**src/rtl/u16550_pkg.sv**
```systemverilog
`timescale 1ns / 1ps

package u16550_pkg;

    localparam int DEFAULT_FIFO_DEPTH = 16;
    localparam int DEFAULT_REG_STRIDE = 1;
    localparam int DATA_W             = 8;
    localparam int OFFSET_W           = 3;
    localparam int NUM_REGS           = 8;

    typedef enum logic [1:0] {
        REQ_READ    = 2'd0,
        REQ_WRITE   = 2'd1,
        REQ_RX_BYTE = 2'd2,
        REQ_TX_DONE = 2'd3
    } req_type_t;

    typedef enum logic [2:0] {
        REG_RBR_THR = 3'd0,
        REG_IER     = 3'd1,
        REG_IIR_FCR = 3'd2,
        REG_LCR     = 3'd3,
        REG_MCR     = 3'd4,
        REG_LSR     = 3'd5,
        REG_MSR     = 3'd6,
        REG_SCR     = 3'd7
    } reg_idx_t;

    // bit positions
    localparam int LCR_DLAB_BIT   = 7;
    localparam int MCR_LOOP_BIT   = 4;
    localparam int IER_RDA_BIT    = 0;
    localparam int IER_THRE_BIT   = 1;
    localparam int IER_RLS_BIT    = 2;
    localparam int FCR_EN_BIT     = 0;
    localparam int FCR_CLR_RX_BIT = 1;
    localparam int FCR_CLR_TX_BIT = 2;

    localparam logic [7:0] LSR_DR    = 8'h01;
    localparam logic [7:0] LSR_OE    = 8'h02;
    localparam logic [7:0] LSR_ERRS  = 8'h1E;
    localparam logic [7:0] LSR_THRE  = 8'h20;
    localparam logic [7:0] LSR_TEMT  = 8'h40;
    localparam logic [7:0] FCR_MASK  = 8'hC1;
    localparam logic [3:0] IER_MASK  = 4'hF;
    localparam logic [7:0] MSR_IDLE  = 8'hB0;

    localparam logic [7:0] IIR_FIFO  = 8'hC0;
    localparam logic [7:0] IIR_RLS   = 8'h06;
    localparam logic [7:0] IIR_RDA   = 8'h04;
    localparam logic [7:0] IIR_THRE  = 8'h02;
    localparam logic [7:0] IIR_NONE  = 8'h01;

    // receive trigger levels selected by FCR[7:6]
    function automatic logic [3:0] trig_level(input logic [1:0] sel);
        logic [3:0] lvl;
        unique case (sel)
            2'd0:    lvl = 4'd1;
            2'd1:    lvl = 4'd4;
            2'd2:    lvl = 4'd8;
            default: lvl = 4'd14;
        endcase
        return lvl;
    endfunction

endpackage

```
**src/rtl/u16550_fifo_ram.sv**
```systemverilog
`timescale 1ns / 1ps

module u16550_fifo_ram #(
    parameter int DEPTH  = u16550_pkg::DEFAULT_FIFO_DEPTH,
    parameter int ADDR_W = (DEPTH > 1) ? $clog2(DEPTH) : 1
) (
    input  logic                          clk,
    input  logic                          wr_en,
    input  logic [ADDR_W-1:0]             wr_addr,
    input  logic [u16550_pkg::DATA_W-1:0] wr_data,
    input  logic [ADDR_W-1:0]             rd_addr,
    output logic [u16550_pkg::DATA_W-1:0] rd_data
);

    logic [u16550_pkg::DATA_W-1:0] mem [DEPTH];
    logic [u16550_pkg::DATA_W-1:0] rd_data_reg;

    // read data is registered; a write to the address being read is forwarded
    always_ff @(posedge clk)
    begin
        if (wr_en)
        begin
            mem[wr_addr] <= wr_data;
        end
        if (wr_en && (wr_addr == rd_addr))
        begin
            rd_data_reg <= wr_data;
        end
        else
        begin
            rd_data_reg <= mem[rd_addr];
        end
    end

    assign rd_data = rd_data_reg;

endmodule

```
**src/rtl/uart_16550_registers.sv**
```systemverilog
`timescale 1ns / 1ps

// 16550-style UART register block.
// Slave stream: one transfer per request. tuser = req_type (0 read, 1 write,
// 2 line byte received, 3 transmit complete); tdata = reg_offset, data_in.
// Master stream: one transfer per request carrying read_data, tx_valid,
// tx_byte and tx_busy. Requests are answered strictly in order.
// cfg_valid/cfg_data write fifo_supported; cfg_ready is always high. Write it
// only while no request is in flight.
// Throughput: one request per cycle while the master side keeps accepting.
// A request sits in an input register, goes through a single stage of register
// logic and lands in an output register; the FIFO RAMs keep their head byte
// prefetched into read registers. If the master side stalls, the output
// register holds and the input register absorbs one more request before
// tready drops.
// Reset clears all UART registers, FIFO pointers and both streams, and sets
// fifo_supported to 1. FIFO contents are not cleared.
module uart_16550_registers #(
    parameter int FIFO_DEPTH = u16550_pkg::DEFAULT_FIFO_DEPTH,
    parameter int REG_STRIDE = u16550_pkg::DEFAULT_REG_STRIDE
) (
    input  logic        clk,
    input  logic        rst_n,
    input  logic        s_axis_tvalid,
    output logic        s_axis_tready,
    input  logic [15:0] s_axis_tdata,   // [2:0] reg_offset, [10:3] data_in, rest 0
    input  logic [1:0]  s_axis_tuser,   // [1:0] req_type
    output logic        m_axis_tvalid,
    input  logic        m_axis_tready,
    output logic [23:0] m_axis_tdata,   // [7:0] read_data, [8] tx_valid,
                                        // [16:9] tx_byte, [17] tx_busy, rest 0
    input  logic        cfg_valid,
    output logic        cfg_ready,
    input  logic        cfg_data
);

    localparam int PTR_W = (FIFO_DEPTH > 1) ? $clog2(FIFO_DEPTH) : 1;
    localparam int CNT_W = $clog2(FIFO_DEPTH + 1);
    localparam int SUM_W = CNT_W + 1;

    // input register
    logic                     s_valid_reg;
    u16550_pkg::req_type_t    in_type_reg;
    logic [2:0]               in_off_reg;
    logic [7:0]               in_data_reg;
    logic                     proc_fire;

    // output register
    logic                     m_valid_reg;
    logic [7:0]               rd_out_reg;
    logic                     txv_out_reg;
    logic [7:0]               txb_out_reg;
    logic                     busy_out_reg;

    // UART state
    logic                     fifo_supported_reg;
    logic [CNT_W-1:0]         rx_count_reg,  rx_count_next;
    logic [PTR_W-1:0]         rx_head_reg,   rx_head_next;
    logic [CNT_W-1:0]         tx_count_reg,  tx_count_next;
    logic [PTR_W-1:0]         tx_head_reg,   tx_head_next;
    logic [7:0]               rx_holding_reg, rx_holding_next;
    logic                     rx_full_reg,   rx_full_next;
    logic [7:0]               error_bits_reg, error_bits_next;
    logic [3:0]               int_enable_reg, int_enable_next;
    logic [7:0]               fcr_reg,       fcr_next;
    logic [7:0]               lcr_reg,       lcr_next;
    logic [7:0]               mcr_reg,       mcr_next;
    logic [7:0]               dll_reg,       dll_next;
    logic [7:0]               dlm_reg,       dlm_next;
    logic [7:0]               scratch_reg,   scratch_next;
    logic [7:0]               shifter_reg,   shifter_next;
    logic                     busy_reg,      busy_next;
    logic                     thre_reg,      thre_next;

    // FIFO RAM ports
    logic                     rx_we, tx_we;
    logic [PTR_W-1:0]         rx_waddr, tx_waddr;
    logic [7:0]               rx_wdata, tx_wdata;
    logic [7:0]               rx_rd_data, tx_rd_data;

    // combinational results
    logic [7:0]               rd_val;
    logic                     txv_val;
    logic [7:0]               txb_val;

    function automatic logic [PTR_W-1:0] ptr_add(input logic [PTR_W-1:0] base,
                                                 input logic [CNT_W-1:0] ofs);
        logic [SUM_W-1:0] sum;
        sum = SUM_W'(base) + SUM_W'(ofs);
        if (sum >= SUM_W'(FIFO_DEPTH))
        begin
            sum = sum - SUM_W'(FIFO_DEPTH);
        end
        return sum[PTR_W-1:0];
    endfunction

    function automatic logic [PTR_W-1:0] ptr_inc(input logic [PTR_W-1:0] p);
        return (p == PTR_W'(FIFO_DEPTH - 1)) ? '0 : PTR_W'(p + 1'b1);
    endfunction

    assign proc_fire     = s_valid_reg && (!m_valid_reg || m_axis_tready);
    assign s_axis_tready = !s_valid_reg || proc_fire;
    assign cfg_ready     = 1'b1;

    assign m_axis_tvalid = m_valid_reg;
    assign m_axis_tdata  = {6'd0, busy_out_reg, txb_out_reg, txv_out_reg, rd_out_reg};

    u16550_fifo_ram #(
        .DEPTH  (FIFO_DEPTH),
        .ADDR_W (PTR_W)
    ) u_rx_ram (
        .clk     (clk),
        .wr_en   (rx_we),
        .wr_addr (rx_waddr),
        .wr_data (rx_wdata),
        .rd_addr (rx_head_next),
        .rd_data (rx_rd_data)
    );

    u16550_fifo_ram #(
        .DEPTH  (FIFO_DEPTH),
        .ADDR_W (PTR_W)
    ) u_tx_ram (
        .clk     (clk),
        .wr_en   (tx_we),
        .wr_addr (tx_waddr),
        .wr_data (tx_wdata),
        .rd_addr (tx_head_next),
        .rd_data (tx_rd_data)
    );

    always_ff @(posedge clk or negedge rst_n)
    begin
        if (!rst_n)
        begin
            s_valid_reg <= 1'b0;
        end
        else if (s_axis_tready)
        begin
            s_valid_reg <= s_axis_tvalid;
        end
    end

    always_ff @(posedge clk)
    begin
        if (s_axis_tvalid && s_axis_tready)
        begin
            in_type_reg <= u16550_pkg::req_type_t'(s_axis_tuser);
            in_off_reg  <= s_axis_tdata[2:0];
            in_data_reg <= s_axis_tdata[10:3];
        end
    end

    always_ff @(posedge clk or negedge rst_n)
    begin
        if (!rst_n)
        begin
            m_valid_reg <= 1'b0;
        end
        else if (proc_fire)
        begin
            m_valid_reg <= 1'b1;
        end
        else if (m_axis_tready)
        begin
            m_valid_reg <= 1'b0;
        end
    end

    always_ff @(posedge clk)
    begin
        if (proc_fire)
        begin
            rd_out_reg   <= rd_val;
            txv_out_reg  <= txv_val;
            txb_out_reg  <= txb_val;
            busy_out_reg <= busy_next;
        end
    end

    always_ff @(posedge clk or negedge rst_n)
    begin
        if (!rst_n)
        begin
            fifo_supported_reg <= 1'b1;
            rx_count_reg       <= '0;
            rx_head_reg        <= '0;
            tx_count_reg       <= '0;
            tx_head_reg        <= '0;
            rx_holding_reg     <= '0;
            rx_full_reg        <= 1'b0;
            error_bits_reg     <= '0;
            int_enable_reg     <= '0;
            fcr_reg            <= '0;
            lcr_reg            <= '0;
            mcr_reg            <= '0;
            dll_reg            <= '0;
            dlm_reg            <= '0;
            scratch_reg        <= '0;
            shifter_reg        <= '0;
            busy_reg           <= 1'b0;
            thre_reg           <= 1'b0;
        end
        else
        begin
            if (cfg_valid && cfg_ready)
            begin
                fifo_supported_reg <= cfg_data;
            end
            rx_count_reg   <= rx_count_next;
            rx_head_reg    <= rx_head_next;
            tx_count_reg   <= tx_count_next;
            tx_head_reg    <= tx_head_next;
            rx_holding_reg <= rx_holding_next;
            rx_full_reg    <= rx_full_next;
            error_bits_reg <= error_bits_next;
            int_enable_reg <= int_enable_next;
            fcr_reg        <= fcr_next;
            lcr_reg        <= lcr_next;
            mcr_reg        <= mcr_next;
            dll_reg        <= dll_next;
            dlm_reg        <= dlm_next;
            scratch_reg    <= scratch_next;
            shifter_reg    <= shifter_next;
            busy_reg       <= busy_next;
            thre_reg       <= thre_next;
        end
    end

    always_comb
    begin
        logic                  fifo_on;
        logic                  fifo_now;
        logic                  rx_ready;
        logic                  dlab;
        logic [7:0]            lsr;
        logic [7:0]            msr;
        logic [7:0]            iir;
        logic [3:0]            lvl;
        logic [CNT_W-1:0]      trig;
        logic                  reg_hit;
        u16550_pkg::reg_idx_t  reg_sel;
        logic                  lr_do;
        logic [7:0]            lr_byte;
        logic                  st_do;
        logic [7:0]            head_byte;

        rx_count_next   = rx_count_reg;
        rx_head_next    = rx_head_reg;
        tx_count_next   = tx_count_reg;
        tx_head_next    = tx_head_reg;
        rx_holding_next = rx_holding_reg;
        rx_full_next    = rx_full_reg;
        error_bits_next = error_bits_reg;
        int_enable_next = int_enable_reg;
        fcr_next        = fcr_reg;
        lcr_next        = lcr_reg;
        mcr_next        = mcr_reg;
        dll_next        = dll_reg;
        dlm_next        = dlm_reg;
        scratch_next    = scratch_reg;
        shifter_next    = shifter_reg;
        busy_next       = busy_reg;
        thre_next       = thre_reg;
        rx_we           = 1'b0;
        rx_waddr        = rx_head_reg;
        rx_wdata        = in_data_reg;
        tx_we           = 1'b0;
        tx_waddr        = tx_head_reg;
        tx_wdata        = in_data_reg;
        rd_val          = '0;
        txv_val         = 1'b0;
        txb_val         = '0;
        lr_do           = 1'b0;
        lr_byte         = in_data_reg;
        st_do           = 1'b0;
        fifo_now        = 1'b0;

        fifo_on  = fifo_supported_reg && fcr_reg[u16550_pkg::FCR_EN_BIT];
        rx_ready = fifo_on ? (rx_count_reg != '0) : rx_full_reg;
        dlab     = lcr_reg[u16550_pkg::LCR_DLAB_BIT];

        lsr = error_bits_reg;
        if (rx_ready)
        begin
            lsr = lsr | u16550_pkg::LSR_DR;
        end
        if (tx_count_reg == '0)
        begin
            lsr = lsr | u16550_pkg::LSR_THRE;
            if (!busy_reg)
            begin
                lsr = lsr | u16550_pkg::LSR_TEMT;
            end
        end

        if (!mcr_reg[u16550_pkg::MCR_LOOP_BIT])
        begin
            msr = u16550_pkg::MSR_IDLE;
        end
        else
        begin
            msr = {mcr_reg[3], mcr_reg[2], mcr_reg[0], mcr_reg[1], 4'd0};
        end

        lvl = u16550_pkg::trig_level(fcr_reg[7:6]);
        if (int'(lvl) < FIFO_DEPTH)
        begin
            trig = CNT_W'(lvl);
        end
        else
        begin
            trig = CNT_W'(FIFO_DEPTH);
        end

        // offset decode: only multiples of the stride select a register
        reg_hit = 1'b0;
        reg_sel = u16550_pkg::REG_RBR_THR;
        for (int k = 0; k < u16550_pkg::NUM_REGS; k++)
        begin
            if ((k * REG_STRIDE < u16550_pkg::NUM_REGS) &&
                (in_off_reg == u16550_pkg::OFFSET_W'(k * REG_STRIDE)))
            begin
                reg_hit = 1'b1;
                reg_sel = u16550_pkg::reg_idx_t'(u16550_pkg::OFFSET_W'(k));
            end
        end

        iir = fifo_on ? u16550_pkg::IIR_FIFO : 8'd0;

        if (proc_fire)
        begin
            unique case (in_type_reg)
                u16550_pkg::REQ_READ:
                begin
                    if (reg_hit)
                    begin
                        unique case (reg_sel)
                            u16550_pkg::REG_RBR_THR:
                            begin
                                if (dlab)
                                begin
                                    rd_val = dll_reg;
                                end
                                else if (fifo_on)
                                begin
                                    if (rx_count_reg != '0)
                                    begin
                                        rd_val        = rx_rd_data;
                                        rx_head_next  = ptr_inc(rx_head_reg);
                                        rx_count_next = rx_count_reg - 1'b1;
                                    end
                                end
                                else if (rx_full_reg)
                                begin
                                    rd_val       = rx_holding_reg;
                                    rx_full_next = 1'b0;
                                end
                            end
                            u16550_pkg::REG_IER:
                            begin
                                rd_val = dlab ? dlm_reg : {4'd0, int_enable_reg};
                            end
                            u16550_pkg::REG_IIR_FCR:
                            begin
                                priority if (int_enable_reg[u16550_pkg::IER_RLS_BIT] &&
                                             ((lsr & u16550_pkg::LSR_ERRS) != 8'd0))
                                begin
                                    iir = iir | u16550_pkg::IIR_RLS;
                                end
                                else if (int_enable_reg[u16550_pkg::IER_RDA_BIT] && rx_ready &&
                                         (!fifo_on || rx_count_reg >= trig))
                                begin
                                    iir = iir | u16550_pkg::IIR_RDA;
                                end
                                else if (int_enable_reg[u16550_pkg::IER_THRE_BIT] && thre_reg)
                                begin
                                    iir       = iir | u16550_pkg::IIR_THRE;
                                    thre_next = 1'b0;
                                end
                                else
                                begin
                                    iir = iir | u16550_pkg::IIR_NONE;
                                end
                                rd_val = iir;
                            end
                            u16550_pkg::REG_LCR:
                            begin
                                rd_val = lcr_reg;
                            end
                            u16550_pkg::REG_MCR:
                            begin
                                rd_val = mcr_reg;
                            end
                            u16550_pkg::REG_LSR:
                            begin
                                rd_val          = lsr;
                                error_bits_next = error_bits_reg & ~u16550_pkg::LSR_ERRS;
                            end
                            u16550_pkg::REG_MSR:
                            begin
                                rd_val = msr;
                            end
                            u16550_pkg::REG_SCR:
                            begin
                                rd_val = scratch_reg;
                            end
                        endcase
                    end
                end
                u16550_pkg::REQ_WRITE:
                begin
                    if (reg_hit)
                    begin
                        unique case (reg_sel)
                            u16550_pkg::REG_RBR_THR:
                            begin
                                if (dlab)
                                begin
                                    dll_next = in_data_reg;
                                end
                                else
                                begin
                                    if (fifo_on)
                                    begin
                                        if (tx_count_reg < CNT_W'(FIFO_DEPTH))
                                        begin
                                            tx_we         = 1'b1;
                                            tx_waddr      = ptr_add(tx_head_reg, tx_count_reg);
                                            tx_count_next = tx_count_reg + 1'b1;
                                        end
                                    end
                                    else if (tx_count_reg == '0)
                                    begin
                                        tx_we         = 1'b1;
                                        tx_waddr      = tx_head_reg;
                                        tx_count_next = CNT_W'(1);
                                    end
                                    else
                                    begin
                                        // holding register occupied: overwrite newest byte
                                        tx_we    = 1'b1;
                                        tx_waddr = ptr_add(tx_head_reg,
                                                           CNT_W'(tx_count_reg - 1'b1));
                                    end
                                    thre_next = 1'b0;
                                    st_do     = 1'b1;
                                end
                            end
                            u16550_pkg::REG_IER:
                            begin
                                if (dlab)
                                begin
                                    dlm_next = in_data_reg;
                                end
                                else
                                begin
                                    int_enable_next = in_data_reg[3:0] & u16550_pkg::IER_MASK;
                                    if (!in_data_reg[u16550_pkg::IER_THRE_BIT])
                                    begin
                                        thre_next = 1'b0;
                                    end
                                    else if (!int_enable_reg[u16550_pkg::IER_THRE_BIT] &&
                                             (tx_count_reg == '0))
                                    begin
                                        thre_next = 1'b1;
                                    end
                                end
                            end
                            u16550_pkg::REG_IIR_FCR:
                            begin
                                fcr_next = fifo_supported_reg ?
                                           (in_data_reg & u16550_pkg::FCR_MASK) : 8'd0;
                                fifo_now = fifo_supported_reg &&
                                           fcr_next[u16550_pkg::FCR_EN_BIT];
                                if ((fifo_on != fifo_now) ||
                                    in_data_reg[u16550_pkg::FCR_CLR_RX_BIT])
                                begin
                                    rx_count_next   = '0;
                                    rx_head_next    = '0;
                                    rx_full_next    = 1'b0;
                                    error_bits_next = error_bits_reg & ~u16550_pkg::LSR_ERRS;
                                end
                                if ((fifo_on != fifo_now) ||
                                    in_data_reg[u16550_pkg::FCR_CLR_TX_BIT])
                                begin
                                    tx_count_next = '0;
                                    tx_head_next  = '0;
                                end
                                if (int_enable_reg[u16550_pkg::IER_THRE_BIT] &&
                                    (tx_count_next == '0))
                                begin
                                    thre_next = 1'b1;
                                end
                            end
                            u16550_pkg::REG_LCR:
                            begin
                                lcr_next = in_data_reg;
                            end
                            u16550_pkg::REG_MCR:
                            begin
                                mcr_next = in_data_reg;
                            end
                            u16550_pkg::REG_LSR,
                            u16550_pkg::REG_MSR:
                            begin
                            end
                            u16550_pkg::REG_SCR:
                            begin
                                scratch_next = in_data_reg;
                            end
                        endcase
                    end
                end
                u16550_pkg::REQ_RX_BYTE:
                begin
                    lr_do = 1'b1;
                end
                u16550_pkg::REQ_TX_DONE:
                begin
                    if (busy_reg)
                    begin
                        if (mcr_reg[u16550_pkg::MCR_LOOP_BIT])
                        begin
                            lr_do   = 1'b1;
                            lr_byte = shifter_reg;
                        end
                        else
                        begin
                            txv_val = 1'b1;
                            txb_val = shifter_reg;
                        end
                        busy_next = 1'b0;
                        st_do     = 1'b1;
                        if (int_enable_reg[u16550_pkg::IER_THRE_BIT] && (tx_count_reg == '0))
                        begin
                            thre_next = 1'b1;
                        end
                    end
                end
            endcase

            // load the shifter from the transmit head
            head_byte = (tx_we && (tx_waddr == tx_head_reg)) ? tx_wdata : tx_rd_data;
            if (st_do && !busy_next && (tx_count_next != '0))
            begin
                shifter_next  = head_byte;
                tx_head_next  = ptr_inc(tx_head_reg);
                tx_count_next = tx_count_next - 1'b1;
                busy_next     = 1'b1;
                if (int_enable_reg[u16550_pkg::IER_THRE_BIT] && (tx_count_next == '0))
                begin
                    thre_next = 1'b1;
                end
            end

            if (lr_do)
            begin
                if (fifo_on)
                begin
                    if (rx_count_reg >= CNT_W'(FIFO_DEPTH))
                    begin
                        error_bits_next = error_bits_reg | u16550_pkg::LSR_OE;
                    end
                    else
                    begin
                        rx_we         = 1'b1;
                        rx_waddr      = ptr_add(rx_head_reg, rx_count_reg);
                        rx_wdata      = lr_byte;
                        rx_count_next = rx_count_reg + 1'b1;
                    end
                end
                else if (rx_full_reg)
                begin
                    error_bits_next = error_bits_reg | u16550_pkg::LSR_OE;
                end
                else
                begin
                    rx_holding_next = lr_byte;
                    rx_full_next    = 1'b1;
                end
            end
        end
        else
        begin
            head_byte = tx_rd_data;
        end
    end

    assert property (@(posedge clk) disable iff (!rst_n)
        rx_count_reg <= CNT_W'(FIFO_DEPTH))
    else $error("receive count beyond FIFO depth");

    assert property (@(posedge clk) disable iff (!rst_n)
        (tx_count_reg <= CNT_W'(FIFO_DEPTH)) && (tx_head_reg <= PTR_W'(FIFO_DEPTH - 1)))
    else $error("transmit pointer state out of range");

    assert property (@(posedge clk) disable iff (!rst_n)
        thre_reg |-> int_enable_reg[u16550_pkg::IER_THRE_BIT])
    else $error("THRE interrupt pending with THRE interrupt disabled");

    assert property (@(posedge clk) disable iff (!rst_n)
        (s_valid_reg && !proc_fire) |=> s_valid_reg)
    else $error("buffered request lost while output stalled");

endmodule
```
**config.mk**
```make
export PLATFORM = sky130hd
export DESIGN_NAME = uart_16550_registers
export DESIGN_NICKNAME = d
export VERILOG_FILES = /design/src/rtl/u16550_pkg.sv /design/src/rtl/u16550_fifo_ram.sv /design/src/rtl/uart_16550_registers.sv
export SDC_FILE = /design/constraint.sdc
export NUM_CORES = 1
export LEC_CHECK = 0
export BUFFER_PORTS_ARGS = -buffer_cell sky130_fd_sc_hd__buf_4
export CORE_UTILIZATION = 45
export DETAILED_ROUTE_END_ITERATION = 8
export GPL_ROUTABILITY_DRIVEN = 0
export PLACE_DENSITY = 0.65
export SETUP_SLACK_MARGIN = 0.1
export SLEW_MARGIN = 20
export SYNTH_ARGS = -nofsm -noshare
export SYNTH_HDL_FRONTEND = slang
export SYNTH_SLANG_ARGS = --single-unit
```
**constraint.sdc**
```tcl
create_clock -name clk -period 3.8 [get_ports clk]
set_input_delay 0.38 -clock clk [delete_from_list [all_inputs] [get_ports clk]]
set_output_delay 0.38 -clock clk [all_outputs]
set_load 0.01 [all_outputs]
```
==> results of run 1 <==
[routing by layer]
metal	vias up	wire [µm]	share of wire [%]	global-route usage [%]
met5	-	0	0	0
met4	0	1065	2.6	6.833
met3	74	2449	6.0	3.679
met2	360	18920	47	33.18
met1	5311	18240	45	30.77
li1	4681	-	-	-
[logic make-up after synthesis]
logic type,synth area share (%)
AO/OA/AOI/OAI,8.163
AND/OR/NAND/NOR,8.235
buffers and inverters,2.569
flip-flops,64.12
multiplexers,14.19
adder cells (fa/ha/maj),2.017
XOR/XNOR,0.6603
other,0.04355
[cell usage after synthesis (4+ instances only)]
cell	count
inv_1	25
nor2b_1	4
o22ai_1	7
xnor2_1	7
and3_1	18
mux2_2	58
a31oi_1	13
o211ai_1	6
buf_1	13
dfrtp_1	90
a211oi_1	8
nand4_1	6
mux2i_1	15
nand2_1	63
buf_4	9
nand2b_1	11
buf_6	4
or3_1	6
nor4_1	4
mux4_2	73
xor2_1	6
nor2_1	49
or2_2	4
o221a_1	8
a221oi_1	15
nand3b_1	6
a21oi_1	39
ha_1	23
clkbuf_1	46
and2_1	24
edfxtp_1	287
a22o_1	10
nor3b_1	4
dfxtp_1	8
nor3_1	38
a21o_1	9
nand3_1	26
o21ai_0	48
[critical path: stages, from the launching register on]
cell,delay (ps)
dfrtp_1,450
inv_1,210
ha_1,250
or4b_1,490
nor2_2,180
nand2_1,90
a31o_2,260
inv_1,110
ha_1,200
and4b_4,290
a21bo_2,290
buf_4,180
a21oi_1,90
o21ai_0,240
[layout make-up]
cell class / count / area [µm²]
clock buffer: 48 / 1062
timing repair buffer: 113 / 908.4
fill: 3144 / 17850
clock inverter: 24 / 272.8
sequential: 386 / 11060
multi-input combinational: 670 / 5783
inverter: 25 / 93.84
tap: 511 / 639.4
[through the flow]
| stage | utilization (%) | cells | setup WS [ps] | total power, mW |
|---|---|---|---|---|
| final | 52.62 | 1777 | 343.7 | 11.81 |
| after global routing | 52.62 | 1777 | 133.0 | 12.33 |
| after CTS | 52.58 | 1777 | 257.6 | 11.87 |
| after detailed placement | 48.66 | 1691 | 313.5 | 7.841 |
| after global placement | 48.66 | 1691 | 362.1 | 7.794 |
| after floorplan | - | 1156 | 432.3 | 7.027 |
[power breakdown]
| part | switching, mW | internal [mW] | leakage [nW] | total, mW |
|---|---|---|---|---|
| combinational | 1.41 | 1.18 | 2.65 | 2.59 |
| sequential | 0.375 | 4.83 | 3.84 | 5.20 |
| clock | 1.67 | 2.35 | 0.654 | 4.02 |
[worst paths after layout]
check / startpoint / endpoint / slack, ps / depth (start not counted)
setup reg to reg: tx_count_reg[1] / flop / 340 / 13
hold / removal: s_axis_tvalid / s_valid_reg / 20 / 2
hold reg to reg: mcr_reg[6] / mcr_reg[6] / 500 / 1
min in group asynchronous: rst_n / tx_count_reg[2] / 420 / 2
setup / recovery: tx_count_reg[1] / flop / 340 / 13
max in group asynchronous: rst_n / shifter_reg[0] / 2520 / 3
[what timing repair did]
action | 4_1_cts | 5_1_grt
gates resized for setup | 0 | 4
setup buffers | 0 | 0
endpoints found under the setup margin | 0 | 16
hold buffers | 14 | 0
hold endpoints to repair | 64 | 0
==> impl_summary.txt, run 1 <==
----------------------------------------------------
[CTS]
  CTS clk-pin slew, worst paths ... 60 ps
  Root Buffer Master ... clkbuf_16
  Number of buffers on the longest clock path ... 3
  Clock insertion delay at the later pin of the skew report ... 570 ps
  H-tree depth reported by CTS ... 2
  Clk sinks ... 386
  CTS tree ... done
  TritonCTS Buffers ... 40

[STA]
  Final worst path period share ... 90.96%
  Highest clock frequency the design can meet ... 289.3 MHz
  Setup repair after global routing missed its margin ... false
  Final TNS setup ... 0 ps
  Worst clock skew ... 23.91 ps
  Final Critical Period ... 3456 ps
  Slew Limit Fails ... 0
  Max transition margin ... 27.26%
  Worst-case hold slack ... 18.18 ps
  Measured slew at the worst slew-check pin ... 1085 ps
  Final hold vios ... 0
  Final setup fails ... 0

[Route]
  Vias after detailed routing ... 10.43k
  Initial detailed-routing violation count ... 649
  Routed len/inst ... 22.89 µm
  First drt pass iteration count ... 5
  Post-detailed-route DRC marker count ... 0
  Total Wirelength ... 40,670 µm
  Vias per inst ... 5.867
  Antenna Nets Post-Route ... 0

[Setup path]
  Crit path arrival time ... 3920 ps
  Required arrival time at the worst endpoint ... 4260 ps
  Element type at the critical path start ... flop
  Worst Setup End Kind ... flop
  Max FO, Critical Path ... 6
  Setup CP Type ... reg -> reg

[Global routing]
  All-Layer GR Usage ... 21.40%
  Overflow left after global routing ... 0
  Number of antenna violations at the first check in global routing ... 0
  Pin count of the biggest net entering global routing ... 55
  Global-route wire length before repair ... 62,340 µm
  Via count of the first global-routing pass ... 10.26k

[Die]
  Die Height ... 197.8 µm
  Initial standard-cell utilization of the core ... 45.78%
  Count of standard-cell rows ... 71
  Die outline width ... 197.8 µm
  Standard cell core area ... 0.03767 mm²
  Io pins ... 51
  Die footprint ... 0.03911 mm²

[Power and ir drop]
  Leakage Power ... 7.147 nW
  Largest voltage drop on the vdd net ... 0.3533 mV
  Total power density per cell area ... 596.1 mW/mm²

[Layout]
  Final Cell Area ... 0.01982 mm²
  Layout overhead on the synthesized area ... 14.93%
  Most frequent cells in the layout ... edfxtp_1, buf_4, dfrtp_1, mux4_2, nand2_1
  Antenna cells ... 0
  Fraction of final layout cells sized beyond drive strength 1 ... 24.41%
  Leading cell type in the layout, fill and taps excluded ... edfxtp_1
  Net count of the finished layout ... 1,286
  Largest registers ranked by flip-flop count ... u_rx_ram.mem: 128 flops, u_tx_ram.mem: 128 flops

[Place]
  Number of I/O port buffers ... 38
  Detailed placement HPWL ... 26,780 µm
  Dpl cell area ... 0.01833 mm²

[Outcome]
  Run status ... finished clean

[Yosys]
  Top post-synthesis cells by area ... edfxtp_1, dfrtp_1, mux4_2
  Number of flops mapped to enable cells by yosys ... 287
  Unique masters post-synth ... 73
  Most used DFF post-synth ... edfxtp_1
  Share of the synthesized area in the top cell type ... 49.98%
  Synth area leader ... edfxtp_1
  Proportion of synthesized flip-flops having asynchronous set or reset ... 23.58%
  Post-synthesis cell area ... 0.01724 mm²
  Number of flip-flops and latches in the synthesized netlist ... 386
  Sequential element share of the synthesized area ... 64.12%
  Average cell area after synthesis ... 14.98 µm²
  Synthesized instance count ... 1,151
  Total of warnings raised by yosys ... 0

[Worst hold path]
  Tightest Hold Check Type ... in -> reg

[Run]
  Max Cap Violations ... 0

----------------------------------------------------
Power figures use the tool's default switching activity.
==> inputs of run 2 (changes only) <==
- clock period: 3.8 -> 4.3 ns (I/O delays scaled with it)
==> impl_summary.txt, run 2 (synthesized netlist as in run 1, its figures left out) <==
----------------------------------------------------
[CTS]
  H-tree depth reported by CTS ... 2 (unchanged)
  CTS clk-pin slew, worst paths ... 60 ps (about the same)
  CTS tree ... done (unchanged)
  Post-CTS Repair Setup Buffers ... 0 (unchanged)
  Root Buffer Master ... clkbuf_16 (unchanged)
  Clk sinks ... 386 (unchanged)
  Number of buffers on the longest clock path ... 3 (unchanged)
  TritonCTS Buffers ... 40 (unchanged)
  Clock insertion delay at the later pin of the skew report ... 550 ps (was 570 ps)

[Layout]
  Largest registers ranked by flip-flop count ... u_rx_ram.mem: 128 flops, u_tx_ram.mem: 128 flops (unchanged)
  Area taken by multi-input logic gates ... 0.005774 mm² (was 0.005783 mm²)
  FF/Latch Area ... 0.01106 mm² (unchanged)
  Fillcell total ... 3,125 (was 3,144)
  Post-layout util ... 51.77% (was 52.62%)
  Antenna cells ... 0 (unchanged)
  Leading cell type in the layout, fill and taps excluded ... edfxtp_1 (unchanged)
  Fraction of final layout cells sized beyond drive strength 1 ... 23.61% (was 24.41%)
  Most frequent cells in the layout ... edfxtp_1, dfrtp_1, buf_4, mux4_2, nand2_1 (was edfxtp_1, buf_4, dfrtp_1, mux4_2, nand2_1)
  Net count of the finished layout ... 1,263 (was 1,286)
  Layout overhead on the synthesized area ... 13.09% (was 14.93%)

[Route]
  Vias after detailed routing ... 10.40k (was 10.43k)
  Routed len/inst ... 23.06 µm (was 22.89 µm)
  Met1 layer wirelength in the final routing ... 18,310 µm (was 18,240 µm)
  First drt pass iteration count ... 5 (unchanged)
  DR WL met2 ... 18,890 µm (was 18,920 µm)
  Initial detailed-routing violation count ... 899 (was 649)
  Total Wirelength ... 40,500 µm (was 40,670 µm)
  Post-detailed-route DRC marker count ... 0 (unchanged)
  Highest metal layer used by the detailed router ... met4 (unchanged)
  Vias per inst ... 5.925 (was 5.867)
  Antenna Nets Post-Route ... 0 (unchanged)
  Detail Route met3 WL ... 2512 µm (was 2449 µm)

[Die]
  Standard cell core area ... 0.03767 mm² (unchanged)
  Die Height ... 197.8 µm (unchanged)
  Die footprint ... 0.03911 mm² (unchanged)
  Initial standard-cell utilization of the core ... 45.78% (unchanged)
  Io pins ... 51 (unchanged)
  Die outline width ... 197.8 µm (unchanged)
  Count of standard-cell rows ... 71 (unchanged)

[Setup path]
  FF-to-FF Start ... tx_count_reg[1] (unchanged)
  Element type at the critical path start ... flop (unchanged)
  Crit path arrival time ... 4160 ps (was 3920 ps)
  Worst setup path startpoint ... tx_count_reg[1] (unchanged)
  Required arrival time at the worst endpoint ... 4780 ps (was 4260 ps)
  Reg2Reg Setup Slack ... 620 ps (was 340 ps)
  Setup CP Type ... reg -> reg (unchanged)
  Max FO, Critical Path ... 8 (was 6)
  End of the worst register-to-register path ... shifter_reg[0]
  Worst Setup End Kind ... flop (unchanged)
  Worst reg2reg path depth ... 12 (was 13)
  Destination of the critical timing path ... shifter_reg[0]

[Power and ir drop]
  Largest voltage drop on the vdd net ... 0.2872 mV (was 0.3533 mV)
  Leakage Power ... 7.000 nW (was 7.147 nW)
  Total power density per cell area ... 521.9 mW/mm² (was 596.1 mW/mm²)
  Tot Pwr ... 10.18 mW (was 11.81 mW)

[STA]
  Final TNS setup ... 0 ps (unchanged)
  Final setup fails ... 0 (unchanged)
  Slew Limit Fails ... 0 (unchanged)
  Highest clock frequency the design can meet ... 271.6 MHz (was 289.3 MHz)
  Measured slew at the worst slew-check pin ... 1151 ps (was 1085 ps)
  Worst clock skew ... 19.31 ps (was 23.91 ps)
  Final Critical Period ... 3682 ps (was 3456 ps)
  Setup repair after global routing missed its margin ... false (unchanged)
  Final hold vios ... 0 (unchanged)
  Max transition margin ... 21.25% (was 27.26%)
  Final worst path period share ... 85.62% (was 90.96%)

[Global routing]
  Global-route wire length before repair ... 62,470 µm (was 62,340 µm)
  Overflow left after global routing ... 0 (unchanged)
  Via count of the first global-routing pass ... 10.16k (was 10.26k)
  Number of antenna violations at the first check in global routing ... 0 (unchanged)
  Pin count of the biggest net entering global routing ... 55 (unchanged)
  All-Layer GR Usage ... 21.32% (was 21.40%)

[Outcome]
  Run status ... finished clean (unchanged)

[Worst hold path]
  Min-Delay Path Depth ... 1 (was 2)
  Tightest Hold Check Type ... in -> reg (unchanged)

[Place]
  Detailed placement HPWL ... 26,120 µm (was 26,780 µm)
  Number of I/O port buffers ... 38 (unchanged)

[Run]
  Max Cap Violations ... 0 (unchanged)

----------------------------------------------------
[run 2: power by group]
part           switching, mW  leakage [nW]  internal, mW  total [mW]
clock                   1.43         0.621          1.91        3.34
combinational           1.21          2.54          1.00        2.21
sequential             0.366          3.84          4.27        4.63
[run 2: worst min path at each step]
stage,from,to
final,s_axis_tdata[5],in_data_reg[2]
after floorplan,rst_n,busy_reg
after global placement,s_valid_reg,m_axis_tvalid
after global routing,s_axis_tdata[6],in_data_reg[3]
after CTS,s_axis_tdata[5],in_data_reg[2]
after detailed placement,dll_reg[3],dll_reg[3]
[run 2: worst max-delay path, cell delays in order (launching register included)]
cell,delay (ps)
dfrtp_1,450
inv_1,220
ha_1,250
or4b_1,620
nor2_1,290
nand2_1,110
a31o_2,260
inv_1,110
ha_1,190
and4b_4,290
a21bo_1,220
or3_1,350
o221a_1,250
[run 2: final cells by class]
cell class              instances  share of cell area (%)
flip-flops and latches        386                   56.71
multi-input cells             670                   29.61
clock buffers                  56                   5.595
repair buffers                 90                   3.477
well taps                     511                   3.279
clock inverters                18                  0.8469
inverters                      25                  0.4812
[run 2: per-stage QoR]
stage	setup slack (ps)	hold slack (ps)	area (µm²)	std cells
2_1_floorplan	932.3	134.4	17260	1156
4_1_cts	636.1	37.32	19490	1756
3_3_place_gp	755.8	466.2	18230	1681
5_1_grt	401.4	36.93	19500	1756
3_5_place_dp	666.2	488.1	18230	1681
6_report	618.2	57.39	19500	1756
[run 2: layer usage]
metal	vias to the layer above	track usage, %
met5	-	0
met4	0	5.398
met3	63	3.134
met2	379	33.18
met1	5326	31.49
li1	4636	-
[run 2: timing repair]
action / CTS / global route
hold buffers: 1 / 0
hold endpoints to repair: 52 / 0
resized for setup: 0 / 0
endpoints found under the setup margin: 0 / 0
